File: config.mk
export PLATFORM = sky130hd
export DESIGN_NAME = md5_stream_hasher
export DESIGN_NICKNAME = d
export VERILOG_FILES = /design/src/rtl/md5h_pkg.sv /design/src/rtl/md5h_comp.sv /design/src/rtl/md5_stream_hasher.sv
export SDC_FILE = /design/constraint.sdc
export NUM_CORES = 2
export LEC_CHECK = 0
export BUFFER_PORTS_ARGS = -buffer_cell sky130_fd_sc_hd__buf_4
export CAP_MARGIN = 20
export CORE_ASPECT_RATIO = 1.25
export CORE_MARGIN = 4
export CORE_UTILIZATION = 56
export DETAILED_ROUTE_END_ITERATION = 6
export PLACE_DENSITY = 0.72
export SLEW_MARGIN = 20
export SYNTH_ARGS = -nofsm -noshare
export SYNTH_HDL_FRONTEND = slang
export SYNTH_SLANG_ARGS = --single-unit
File: constraint.sdc
create_clock -name clk -period 27 [get_ports clk]
set_clock_uncertainty 0.15 [all_clocks]
set_input_delay 4.05 -clock clk [delete_from_list [all_inputs] [get_ports clk]]
set_output_delay 4.05 -clock clk [all_outputs]
set_load 0.05 [all_outputs]
File: src/rtl/md5h_pkg.sv
package md5h_pkg;

  typedef logic [3:0][31:0] word4_t;

  typedef struct packed {
    logic        en;
    logic [3:0]  addr;
    logic [31:0] data;
  } buf_wr_t;

  localparam logic [31:0] IV_A = 32'h67452301;
  localparam logic [31:0] IV_B = 32'hEFCDAB89;
  localparam logic [31:0] IV_C = 32'h98BADCFE;
  localparam logic [31:0] IV_D = 32'h10325476;

  localparam logic [7:0] PAD_BYTE = 8'h80;
  localparam logic [5:0] LEN_POS  = 6'd56;

  function automatic logic [31:0] sine_k(input logic [5:0] r);
    logic [31:0] k;
    case (r)
      6'd0:  k = 32'hD76AA478; 6'd1:  k = 32'hE8C7B756; 6'd2:  k = 32'h242070DB;
      6'd3:  k = 32'hC1BDCEEE; 6'd4:  k = 32'hF57C0FAF; 6'd5:  k = 32'h4787C62A;
      6'd6:  k = 32'hA8304613; 6'd7:  k = 32'hFD469501; 6'd8:  k = 32'h698098D8;
      6'd9:  k = 32'h8B44F7AF; 6'd10: k = 32'hFFFF5BB1; 6'd11: k = 32'h895CD7BE;
      6'd12: k = 32'h6B901122; 6'd13: k = 32'hFD987193; 6'd14: k = 32'hA679438E;
      6'd15: k = 32'h49B40821; 6'd16: k = 32'hF61E2562; 6'd17: k = 32'hC040B340;
      6'd18: k = 32'h265E5A51; 6'd19: k = 32'hE9B6C7AA; 6'd20: k = 32'hD62F105D;
      6'd21: k = 32'h02441453; 6'd22: k = 32'hD8A1E681; 6'd23: k = 32'hE7D3FBC8;
      6'd24: k = 32'h21E1CDE6; 6'd25: k = 32'hC33707D6; 6'd26: k = 32'hF4D50D87;
      6'd27: k = 32'h455A14ED; 6'd28: k = 32'hA9E3E905; 6'd29: k = 32'hFCEFA3F8;
      6'd30: k = 32'h676F02D9; 6'd31: k = 32'h8D2A4C8A; 6'd32: k = 32'hFFFA3942;
      6'd33: k = 32'h8771F681; 6'd34: k = 32'h6D9D6122; 6'd35: k = 32'hFDE5380C;
      6'd36: k = 32'hA4BEEA44; 6'd37: k = 32'h4BDECFA9; 6'd38: k = 32'hF6BB4B60;
      6'd39: k = 32'hBEBFBC70; 6'd40: k = 32'h289B7EC6; 6'd41: k = 32'hEAA127FA;
      6'd42: k = 32'hD4EF3085; 6'd43: k = 32'h04881D05; 6'd44: k = 32'hD9D4D039;
      6'd45: k = 32'hE6DB99E5; 6'd46: k = 32'h1FA27CF8; 6'd47: k = 32'hC4AC5665;
      6'd48: k = 32'hF4292244; 6'd49: k = 32'h432AFF97; 6'd50: k = 32'hAB9423A7;
      6'd51: k = 32'hFC93A039; 6'd52: k = 32'h655B59C3; 6'd53: k = 32'h8F0CCC92;
      6'd54: k = 32'hFFEFF47D; 6'd55: k = 32'h85845DD1; 6'd56: k = 32'h6FA87E4F;
      6'd57: k = 32'hFE2CE6E0; 6'd58: k = 32'hA3014314; 6'd59: k = 32'h4E0811A1;
      6'd60: k = 32'hF7537E82; 6'd61: k = 32'hBD3AF235; 6'd62: k = 32'h2AD7D2BB;
      default: k = 32'hEB86D391;
    endcase
    return k;
  endfunction

  function automatic logic [4:0] shift_amt(input logic [5:0] r);
    logic [4:0] s;
    case ({r[5:4], r[1:0]})
      4'd0:  s = 5'd7;  4'd1:  s = 5'd12; 4'd2:  s = 5'd17; 4'd3:  s = 5'd22;
      4'd4:  s = 5'd5;  4'd5:  s = 5'd9;  4'd6:  s = 5'd14; 4'd7:  s = 5'd20;
      4'd8:  s = 5'd4;  4'd9:  s = 5'd11; 4'd10: s = 5'd16; 4'd11: s = 5'd23;
      4'd12: s = 5'd6;  4'd13: s = 5'd10; 4'd14: s = 5'd15;
      default: s = 5'd21;
    endcase
    return s;
  endfunction

  function automatic logic [3:0] msg_index(input logic [5:0] r);
    logic [3:0] x;
    logic [3:0] g;
    x = r[3:0];
    case (r[5:4])
      2'd0:    g = x;
      2'd1:    g = 4'((x << 2) + x + 4'd1);
      2'd2:    g = 4'((x << 1) + x + 4'd5);
      default: g = 4'((x << 3) - x);
    endcase
    return g;
  endfunction

endpackage

File: src/rtl/md5h_comp.sv
module md5h_comp
  import md5h_pkg::*;
(
  input  logic    clk,
  input  logic    rst_n,
  input  buf_wr_t buf_wr,
  input  logic    start,
  input  word4_t  chain,
  output logic    done,
  output word4_t  work
);

  localparam logic [1:0] C_IDLE = 2'd0;
  localparam logic [1:0] C_LOAD = 2'd1;
  localparam logic [1:0] C_RUN  = 2'd2;
  localparam logic [1:0] C_FIN  = 2'd3;

  logic [31:0] buf_mem [16];
  logic [31:0] rdata_r;
  logic [3:0]  rd_addr;
  logic [1:0]  st_r, st_nxt;
  logic [5:0]  rnd_r, rnd_nxt;
  word4_t      work_r, work_nxt;
  logic [31:0] a, b, c, d, f, t;
  logic [63:0] rot;

  always_ff @(posedge clk) begin
    if (buf_wr.en) begin
      buf_mem[buf_wr.addr] <= buf_wr.data;
    end
    rdata_r <= buf_mem[rd_addr];
  end

  always_comb begin
    a = work_r[0];
    b = work_r[1];
    c = work_r[2];
    d = work_r[3];
    case (rnd_r[5:4])
      2'd0:    f = (b & c) | (~b & d);
      2'd1:    f = (b & d) | (c & ~d);
      2'd2:    f = b ^ c ^ d;
      default: f = c ^ (b | ~d);
    endcase
    t = a + f + sine_k(rnd_r) + rdata_r;
    rot = {t, t} << shift_amt(rnd_r);
  end

  always_comb begin
    st_nxt   = st_r;
    rnd_nxt  = rnd_r;
    work_nxt = work_r;
    rd_addr  = msg_index(6'(rnd_r + 6'd1));
    case (st_r)
      C_IDLE: begin
        if (start) begin
          st_nxt   = C_LOAD;
          rnd_nxt  = '0;
          work_nxt = chain;
        end
      end
      C_LOAD: begin
        rd_addr = msg_index(rnd_r);
        st_nxt  = C_RUN;
      end
      C_RUN: begin
        work_nxt = {c, b, b + rot[63:32], d};
        rnd_nxt  = 6'(rnd_r + 6'd1);
        if (rnd_r == 6'd63) begin
          st_nxt = C_FIN;
        end
      end
      default: begin
        st_nxt = C_IDLE;
      end
    endcase
  end

  always_ff @(posedge clk) begin
    if (!rst_n) begin
      st_r  <= C_IDLE;
      rnd_r <= '0;
    end else begin
      st_r  <= st_nxt;
      rnd_r <= rnd_nxt;
    end
    work_r <= work_nxt;
  end

  assign done = (st_r == C_FIN);
  assign work = work_r;

  a_no_write_busy: assert property (@(posedge clk) disable iff (!rst_n)
    buf_wr.en |-> (st_r == C_IDLE || st_r == C_FIN))
    else $error("buffer written during compression");
  a_start_idle: assert property (@(posedge clk) disable iff (!rst_n)
    start |-> st_r == C_IDLE)
    else $error("start while busy");
  a_fin_after_run: assert property (@(posedge clk) disable iff (!rst_n)
    done |-> $past(st_r) == C_RUN && $past(rnd_r) == 6'd63)
    else $error("done without last round");

endmodule

File: src/rtl/md5_stream_hasher.sv
// MD5 hasher over a byte stream.
// Input channel: in_valid/in_stall with in_msg_byte, in_has_byte and
// in_end_of_message. One byte is taken per accepted word; a word with
// in_has_byte low and in_end_of_message high closes the message without a
// byte. A word with both low changes nothing.
// Output channel: out_valid/out_stall with out_digest_half and
// out_is_final_half. Each message gives two words: digest bytes 0-7, then
// bytes 8-15, lowest byte in bits 7:0.
// Throughput: one byte per cycle while filling a block; each full 64-byte
// block then holds the input for a load step, 64 rounds through the
// single round unit reading the block memory, and one chain add.
// Closing a message pads byte by byte and runs one or two more
// compressions before the first digest word appears.
// Reset clears the chain to the MD5 initial vector, the length and the fill
// position; the block is then ready for a new message at once. The block
// memory needs no clearing. A stall on the output holds the digest word and
// keeps the input stalled; after the second digest word is taken the block
// returns to its reset state.
module md5_stream_hasher
  import md5h_pkg::*;
(
  input  logic        clk,
  input  logic        rst_n,
  input  logic        in_valid,
  output logic        in_stall,
  input  logic [7:0]  in_msg_byte,
  input  logic        in_has_byte,
  input  logic        in_end_of_message,
  output logic        out_valid,
  input  logic        out_stall,
  output logic [63:0] out_digest_half,
  output logic        out_is_final_half
);

  localparam logic [2:0] S_IDLE = 3'd0;
  localparam logic [2:0] S_CMP  = 3'd1;
  localparam logic [2:0] S_PAD  = 3'd2;
  localparam logic [2:0] S_OUT0 = 3'd3;
  localparam logic [2:0] S_OUT1 = 3'd4;

  logic [2:0]  st_r, st_nxt;
  word4_t      chain_r, chain_nxt;
  logic [63:0] len_r, len_nxt;
  logic [5:0]  pos_r, pos_nxt;
  logic [31:0] word_r, word_nxt;
  logic        fin_r, fin_nxt;
  logic        sent_r, sent_nxt;
  logic        lenph_r, lenph_nxt;
  logic        last_r, last_nxt;
  logic [63:0] lo_r, lo_nxt, hi_r, hi_nxt;

  logic        in_acc, out_acc;
  logic        put_en;
  logic [7:0]  put_val;
  logic        lenph_now;
  logic        start;
  logic        done;
  word4_t      work;
  word4_t      sum;
  buf_wr_t     buf_wr;

  assign in_acc  = in_valid && !in_stall;
  assign out_acc = out_valid && !out_stall;
  assign in_stall = (st_r != S_IDLE);

  assign lenph_now = lenph_r || (sent_r && pos_r == LEN_POS);

  always_comb begin
    sum[0] = chain_r[0] + work[0];
    sum[1] = chain_r[1] + work[1];
    sum[2] = chain_r[2] + work[2];
    sum[3] = chain_r[3] + work[3];
  end

  always_comb begin
    put_en  = 1'b0;
    put_val = in_msg_byte;
    if (st_r == S_IDLE) begin
      put_en = in_acc && in_has_byte;
    end else if (st_r == S_PAD) begin
      put_en = 1'b1;
      if (!sent_r) begin
        put_val = PAD_BYTE;
      end else if (lenph_now) begin
        put_val = len_r[{pos_r[2:0], 3'b000} +: 8];
      end else begin
        put_val = '0;
      end
    end
  end

  always_comb begin
    word_nxt = word_r;
    word_nxt[{pos_r[1:0], 3'b000} +: 8] = put_val;
  end

  assign buf_wr.en   = put_en && (pos_r[1:0] == 2'd3);
  assign buf_wr.addr = pos_r[5:2];
  assign buf_wr.data = word_nxt;
  assign start       = put_en && (pos_r == 6'd63);

  always_comb begin
    st_nxt    = st_r;
    chain_nxt = chain_r;
    len_nxt   = len_r;
    pos_nxt   = pos_r;
    fin_nxt   = fin_r;
    sent_nxt  = sent_r;
    lenph_nxt = lenph_r;
    last_nxt  = last_r;
    lo_nxt    = lo_r;
    hi_nxt    = hi_r;
    if (put_en) begin
      pos_nxt = 6'(pos_r + 6'd1);
    end
    case (st_r)
      S_IDLE: begin
        if (in_acc) begin
          if (in_has_byte) begin
            len_nxt = 64'(len_r + 64'd8);
          end
          fin_nxt = in_end_of_message;
          if (start) begin
            st_nxt = S_CMP;
          end else if (in_end_of_message) begin
            st_nxt = S_PAD;
          end
        end
      end
      S_PAD: begin
        sent_nxt  = 1'b1;
        lenph_nxt = sent_r && lenph_now;
        if (start) begin
          last_nxt = sent_r && lenph_now;
          st_nxt   = S_CMP;
        end
      end
      S_CMP: begin
        if (done) begin
          chain_nxt = sum;
          if (last_r) begin
            lo_nxt = {sum[1], sum[0]};
            hi_nxt = {sum[3], sum[2]};
            st_nxt = S_OUT0;
          end else if (fin_r) begin
            st_nxt = S_PAD;
          end else begin
            st_nxt = S_IDLE;
          end
        end
      end
      S_OUT0: begin
        if (out_acc) begin
          st_nxt = S_OUT1;
        end
      end
      S_OUT1: begin
        if (out_acc) begin
          st_nxt    = S_IDLE;
          chain_nxt = {IV_D, IV_C, IV_B, IV_A};
          len_nxt   = '0;
          pos_nxt   = '0;
          fin_nxt   = 1'b0;
          sent_nxt  = 1'b0;
          lenph_nxt = 1'b0;
          last_nxt  = 1'b0;
        end
      end
      default: begin
        st_nxt = S_IDLE;
      end
    endcase
  end

  always_ff @(posedge clk) begin
    if (!rst_n) begin
      st_r    <= S_IDLE;
      chain_r <= {IV_D, IV_C, IV_B, IV_A};
      len_r   <= '0;
      pos_r   <= '0;
      fin_r   <= 1'b0;
      sent_r  <= 1'b0;
      lenph_r <= 1'b0;
      last_r  <= 1'b0;
    end else begin
      st_r    <= st_nxt;
      chain_r <= chain_nxt;
      len_r   <= len_nxt;
      pos_r   <= pos_nxt;
      fin_r   <= fin_nxt;
      sent_r  <= sent_nxt;
      lenph_r <= lenph_nxt;
      last_r  <= last_nxt;
    end
    word_r <= word_nxt;
    lo_r   <= lo_nxt;
    hi_r   <= hi_nxt;
  end

  md5h_comp u_comp (
    .clk    (clk),
    .rst_n  (rst_n),
    .buf_wr (buf_wr),
    .start  (start),
    .chain  (chain_r),
    .done   (done),
    .work   (work)
  );

  assign out_valid         = (st_r == S_OUT0) || (st_r == S_OUT1);
  assign out_is_final_half = (st_r == S_OUT1);
  assign out_digest_half   = (st_r == S_OUT1) ? hi_r : lo_r;

  a_done_in_cmp: assert property (@(posedge clk) disable iff (!rst_n)
    done |-> st_r == S_CMP)
    else $error("compression finished outside wait state");
  a_out_block_empty: assert property (@(posedge clk) disable iff (!rst_n)
    out_valid |-> pos_r == 6'd0 && last_r)
    else $error("digest shown with partial block");
  a_start_to_cmp: assert property (@(posedge clk) disable iff (!rst_n)
    start |=> st_r == S_CMP)
    else $error("compression started without wait");

endmodule

* Yosys cells after proc, flatten, opt, wreduce, memory -nomap -nowiden
Memory sizes are Yosys's and may differ from the RTL's. A register that Yosys moved wholly into a read port is not among the register bits.
Index checks and enable logic that the tools add are counted.
** Word-level totals
- Bits in registers :: 501
- Bits in latches :: 0
- Bits of input ports :: 14
- Logic and storage cells :: 166
- Memory bits (writable) :: 512
- Memories kept :: 3
- ROM bits :: 2128
** Memories
- (name not given) :: depth 64, bits a word 32, read ports 1, clocked after Yosys merged registers in 1, write ports 0, RTL line md5h_pkg.sv:21 : case (r)
- u_comp.buf_mem :: depth 16, bits a word 32, read ports 1, clocked after Yosys merged registers in 1, write ports 1, RTL line md5h_comp.sv:18 : logic [31:0] buf_mem [16];
- (name not given) :: depth 16, bits a word 5, read ports 1, clocked after Yosys merged registers in 1, write ports 0, RTL line md5h_pkg.sv:50 : case ({r[5:4], r[1:0]})
** Operators by class
- Shift operators :: 4
- Magnitude comparators :: 0
- Equal/unequal tests :: 24
- $mul :: 0
- Divide/modulo/power cells :: 0
- Reductions and logical operators :: 29
- Add/sub/neg operators :: 22
- Multiplexer cells :: 52
- Bitwise gates (word level) :: 12
** Operators by type and width (count)
- 128-bit one-hot mux with 2 select lines :: 2
- 128-bit two-way mux :: 3
- 32-bit adder :: 8
- 64-bit two-way mux :: 4
- 32-bit bitwise AND :: 4
- 64-bit one-hot mux with 2 select lines :: 1
- 32-bit bitwise OR :: 3
- 32-bit one-hot mux with 3 select lines :: 1
- 32-bit XOR :: 3
- 64-bit by 4-bit adder with 64-bit output, second input constant :: 1
- 32-bit inverter :: 2
- 64-bit by 7-bit indexed part select with 8-bit output :: 1
- 64-bit by 5-bit left shift with 64-bit output :: 1
- 6-bit two-way mux :: 6
- 32-bit bitwise mux :: 1
- 8-bit two-way mux :: 4
- 8-bit by 7-bit variable shift with 32-bit output, first input constant :: 1
- 8-bit by 7-bit indexed part select with 32-bit output :: 1
- 4-bit one-hot mux with 3 select lines :: 2
- 3-bit two-way mux :: 7
- 6-bit equality test, second input constant :: 3
- 4-bit adder :: 4
- 3-bit one-hot mux with 5 select lines :: 1
- 6-bit by 1-bit adder with 6-bit output, second input constant :: 2
- 29 further kinds :: 77

* Longest topological paths before layout
- Depth after elaboration :: 10
- Gate-level depth with buffers :: 43

* Modules after synthesis
Synthesis repeated with hierarchy kept, for this count alone.
** Second synthesis, totals
- Cell total of the unflattened synthesis :: 5332
- Area total of the unflattened synthesis :: 59779.8 um2
** By module, submodules not included
- md5h_comp :: area an instance 39718.1 um2, instances 1, sequential area each 20759.9 um2, cells each 3144
- md5_stream_hasher :: area an instance 20061.7 um2, instances 1, sequential area each 8528.2 um2, cells each 2188

* Worst setup path after synthesis
Ideal clock, no wire load.
- Path kind :: flip-flop to flip-flop
- Start :: reg u_comp.rnd_r[4]
- End :: reg u_comp.work_r (netlist bit u_comp.b[30]), data pin
- Data arrival time :: 9.225 ns
- Cell stages (with the launch flop) :: 44
- Slack :: 17.364 ns
- Required time :: 26.589 ns
- Clock period less this slack :: 9.636 ns
- Path buffers :: 5
- Cells stage by stage :: dfxtp_1 > buf_2 > clkbuf_1 > clkbuf_1 > clkbuf_1 > clkbuf_1 > nor2_1 > a221oi_1 > nor2_1 > a31oi_1 > fa_1 > inv_1 > fa_1 > inv_1 > ha_1 > inv_1 > fa_1 > nand2b_1 > [8 not listed] > a21oi_1 > mux2i_1 > mux2i_1 > ha_1 > inv_1 > fa_1 > nor2b_1 > o21ai_0 > a21boi_0 > o21ai_0 > a31oi_1 > a211oi_1 > o31ai_1 > a31o_2 > a21oi_1 > o21ai_0 > a2111oi_0 > a311o_1
** RTL lines
- start, declared :: RTL line md5h_comp.sv:22 : logic [5:0] rnd_r, rnd_nxt;
- start signal, assigned :: RTL line md5h_comp.sv:85 : rnd_r <= rnd_nxt;
- end signal, assigned :: RTL line md5h_comp.sv:87 : work_r <= work_nxt;
- end, declared :: RTL line md5h_comp.sv:23 : word4_t work_r, work_nxt;

==> run summary <==
### Run status
- **outcome** finished clean

### Setup path
- **depth of the worst register-to-register path** 39
- **cell seen most often among critical-path stages** fa_1
- **endpoint of the worst register-to-register path** u_comp.b[30]$_DFFE_PP_
- **kind of launch point of the worst setup path** flip-flop
- **CP endpoint kind** flip-flop
- **worst setup slack for register-to-register paths** 15.94 ns
- **worst-path cell with the longest stage delay** dfxtp_4
- **Reg-to-Reg Start** u_comp.rnd_r[4]$_SDFFE_PN0P_
- **delay contributed by the slowest stage of the critical path** 0.64 ns
- **biggest fanout along the worst timing path** 43
- **required time at the worst-slack endpoint** 27.31 ns
- **WP data arrival** 11.37 ns
- **start-to-end type of the worst setup path** reg -> reg

### Yosys
- **multiplexer area fraction after synthesis** 10.1%
- **area leader, netlist** edfxtp_1
- **Synth Area in Compound Gates** 14.8%
- **Post-Synth Adder-Cell Area** 7.59%
- **cell types with the largest area share after synthesis** edfxtp_1 (39%), dfxtp_1 (11%), mux4_2 (5.8%), ha_1 (4.8%), nand2_1 (3.4%)
- **proportion of synthesized flip-flops having asynchronous set or reset** 0%
- **syn_nets** 5625
- **part of the Yosys area used for sequential elements** 49.4%
- **post-synthesis instance total** 5316
- **number of different library cells in the post-synthesis netlist** 113
- **XOR/XNOR Fraction of Synth Area** 4.00%
- **simple-gate share of the synthesized area** 10.3%
- **number of storage elements in the synthesis netlist** 1079
- **number of warnings printed during yosys synthesis** 0
- **largest family of logic cells by synthesized area** compound AO/OA/AOI/OAI gates
- **area share of the leading cell type in the synthesized netlist** 38.9%
- **post-synthesis instance area** 59300 um^2
- **number of enable flip-flop cells after synthesis** 768
- **Avg Synthesized Cell Area** 11.2 um^2
- **Primary FF master, synth** edfxtp_1

### Power and ir drop
- **worst voltage drop across the vdd grid** 0.0638 mV
- **leakage power figure** 0.0239 uW
- **Power Dens Cells** 54.2 nW/um^2

### Clock tree
- **CTS sink cnt** 1079
- **hold bufs inserted after CTS** 0
- **clock tree from TritonCTS** done
- **Reg clk slew, reported paths** 0.06 ns
- **number of setup buffers added after CTS** 0
- **root buf cell** clkbuf_16
- **Worst-Skew Late Latency** 0.74 ns
- **PostCTS Resize Cnt** 0
- **depth of the CTS H-tree** 3
- **number of buffers inserted during clock tree synthesis** 104
- **Max Buffers Root-to-Sink** 3

### Timing
- **Tightest Pin Transition** 1.23 ns
- **TNS Setup** 0 ns
- **final slew viol count** 0
- **worst slew margin relative to its limit** 17.5%
- **final critical delay including setup and external delays** 11.06 ns
- **RSZ-0062 raised after global routing** no
- **share of the clock period used by the worst path after layout** 41.0%
- **total of endpoints with negative setup slack in the final report** 0
- **maximum clock frequency** 0.0904 GHz
- **hold violation count in the final report** 0

### Hold path
- **worst min-delay path category** reg -> reg
- **Worst Hold Path EP** fin_r$_SDFFE_PN0P_
- **worst hold stages** 2
- **launch instance of the worst min-delay path** fin_r$_SDFFE_PN0P_

### Cells and area
- **area growth from synthesis to final layout** 9.68%
- **layout cells sized above 1** 14.5%
- **Util after Layout** 61.8%
- **highest-count cells in the layout ignoring fill and taps** edfxtp_1 (768), nand2_1 (530), nor2_1 (341), a21oi_1 (332), dfxtp_1 (309)
- **Net count, final** 5598
- **most common cell after layout, fill and taps aside** edfxtp_1

### Global route
- **maximum number of pins on one net before global-route repair** 129
- **total routing resource utilization after global routing** 29.9%
- **initial antenna violation count** 5
- **Overflow after GRT** 0
- **wire length of the first global-routing pass** 255000 um
- **number of global-route vias before repair** 42600

### Routing
- **number of vias in the routed layout** 43600
- **wire length reported by the detailed router** 169000 um
- **antenna-violating nets left** 0
- **number of detailed-routing iterations run before antenna repair** 6
- **Via-to-Cell Ratio** 6.41
- **violation count after the first detailed-routing iteration** 4319
- **DRC violation count after routing** 0
- **average routed wire per standard cell** 24.8 um

### Floorplanning
- **number of top-level pins** 81
- **overall die width** 299 um
- **number of rows created at floorplan** 133
- **Die H** 372 um
- **initial standard-cell utilization of the core** 56.4%
- **Die Area** 111000 um^2
- **core region area** 105000 um^2

### Placement
- **Port Buf Inserts** 80
- **Post-DP HPWL** 111000 um
- **GPL Wtd Cong** 0.983

### Job
- **total of max-cap violations** 0

-- metal layers --
layer / share of wire, % / track usage (%) / vias up / routed length, um
met5: 0 / 0 / - / 0
met4: 5.9 / 15.9 / 0 / 9920
met3: 6.9 / 3.74 / 481 / 11600
met2: 49 / 51.8 / 1905 / 82800
met1: 38 / 36.8 / 21400 / 64300
li1: - / - / 19700 / -
-- cell type report --
class	count	area, um^2
fillers	8365	40100
repair buffers	160	1230
flip-flops and latches	1079	29300
clock inverters	64	683
well taps	1417	1770
inverters	299	1120
multi-input cells	3645	28100
clock buffers	133	2860
diodes	2	5.00
-- state kept, by name (all words and copies together) (netlist names), named ones only --
name / cells
lo_r: 64
u_comp.buf_mem: 512
fin_r: 1
word_r: 32
u_comp.c: 32
hi_r: 64
chain_r: 128
u_comp.rnd_r: 6
st_r: 3
lenph_r: 1
pos_r: 6
u_comp.b: 32
u_comp.a: 32
len_r: 61
u_comp.st_r: 2
last_r: 1
u_comp.rdata_r: 32
sent_r: 1
u_comp.d: 32
-- report_power, final --
group | internal, uW | switching [uW] | leakage, uW | total, uW
registers | 1860 | 6.71 | 0.00926 | 1870
clock network | 854 | 660 | 0.00174 | 1510
logic | 28.3 | 115 | 0.0129 | 144
-- metrics by stage --
step | hold slack [ns] | cell area (um^2) | power [uW] | cells | setup slack (ns)
4_1_cts | 0.331 | 64900 | 3540 | 6793 | 15.98
5_1_grt | 0.348 | 65000 | 3630 | 6797 | 15.18
3_3_place_gp | 0.312 | 61300 | 2030 | 6596 | 16.19
6_report | 0.330 | 65000 | 3530 | 6799 | 15.94
2_1_floorplan | 0.296 | 59300 | 1990 | 5316 | 17.36
3_5_place_dp | 0.323 | 61300 | 2040 | 6596 | 16.01
-- how the worst max path moves through the flow --
stage	to	slack [ns]	cells after the start	start
after global placement	u_comp.b[30]$_DFFE_PP_	16.19	39	u_comp.rnd_r[4]$_SDFFE_PN0P_
after global routing	u_comp.b[30]$_DFFE_PP_	15.18	39	u_comp.rnd_r[4]$_SDFFE_PN0P_
final	u_comp.b[30]$_DFFE_PP_	15.94	39	u_comp.rnd_r[4]$_SDFFE_PN0P_
after floorplan	u_comp.b[30]$_DFFE_PP_	17.36	43	u_comp.rnd_r[4]$_SDFFE_PN0P_
after CTS	u_comp.b[30]$_DFFE_PP_	15.98	39	u_comp.rnd_r[4]$_SDFFE_PN0P_
after detailed placement	u_comp.b[30]$_DFFE_PP_	16.01	39	u_comp.rnd_r[4]$_SDFFE_PN0P_
-- cell usage after synthesis (all sizes together) (68+ instances only) --
| cell type | instances |
|---|---|
| mux2i | 94 |
| o22ai | 91 |
| a31oi | 74 |
| nor2 | 358 |
| a211oi | 77 |
| mux2 | 142 |
| xor2 | 119 |
| inv | 296 |
| nand2 | 535 |
| o21ai | 212 |
| dfxtp | 311 |
| a21o | 88 |
| edfxtp | 768 |
| xnor2 | 149 |
| a21oi | 337 |
| ha | 227 |
| clkbuf | 200 |
| nand3 | 120 |
| nor3 | 84 |
| nor2b | 69 |
| fa | 68 |
| mux4 | 152 |
| buf | 93 |
-- kinds of logic (layout without fill, tap and decap cells) --
kind of cell    after synthesis  after routing
compound gates             1308           1308
fa+ha+maj                   325            325
simple gates               1355           1355
xor+xnor                    269            269
flops                      1079           1079
mux                         388            388
buf+inv                     592            656
other cells                   0              2
-- worst max-delay path, delay by kind of cell (launching register included) --
family	cells	cell delay, ns
fa+ha+maj	6	2.15
compound gates	20	4.70
xor+xnor	1	0.30
flops	1	0.64
mux	2	0.34
simple gates	4	0.90
buf+inv	6	1.58
Note: power is estimated with default switching activity, not from simulation.
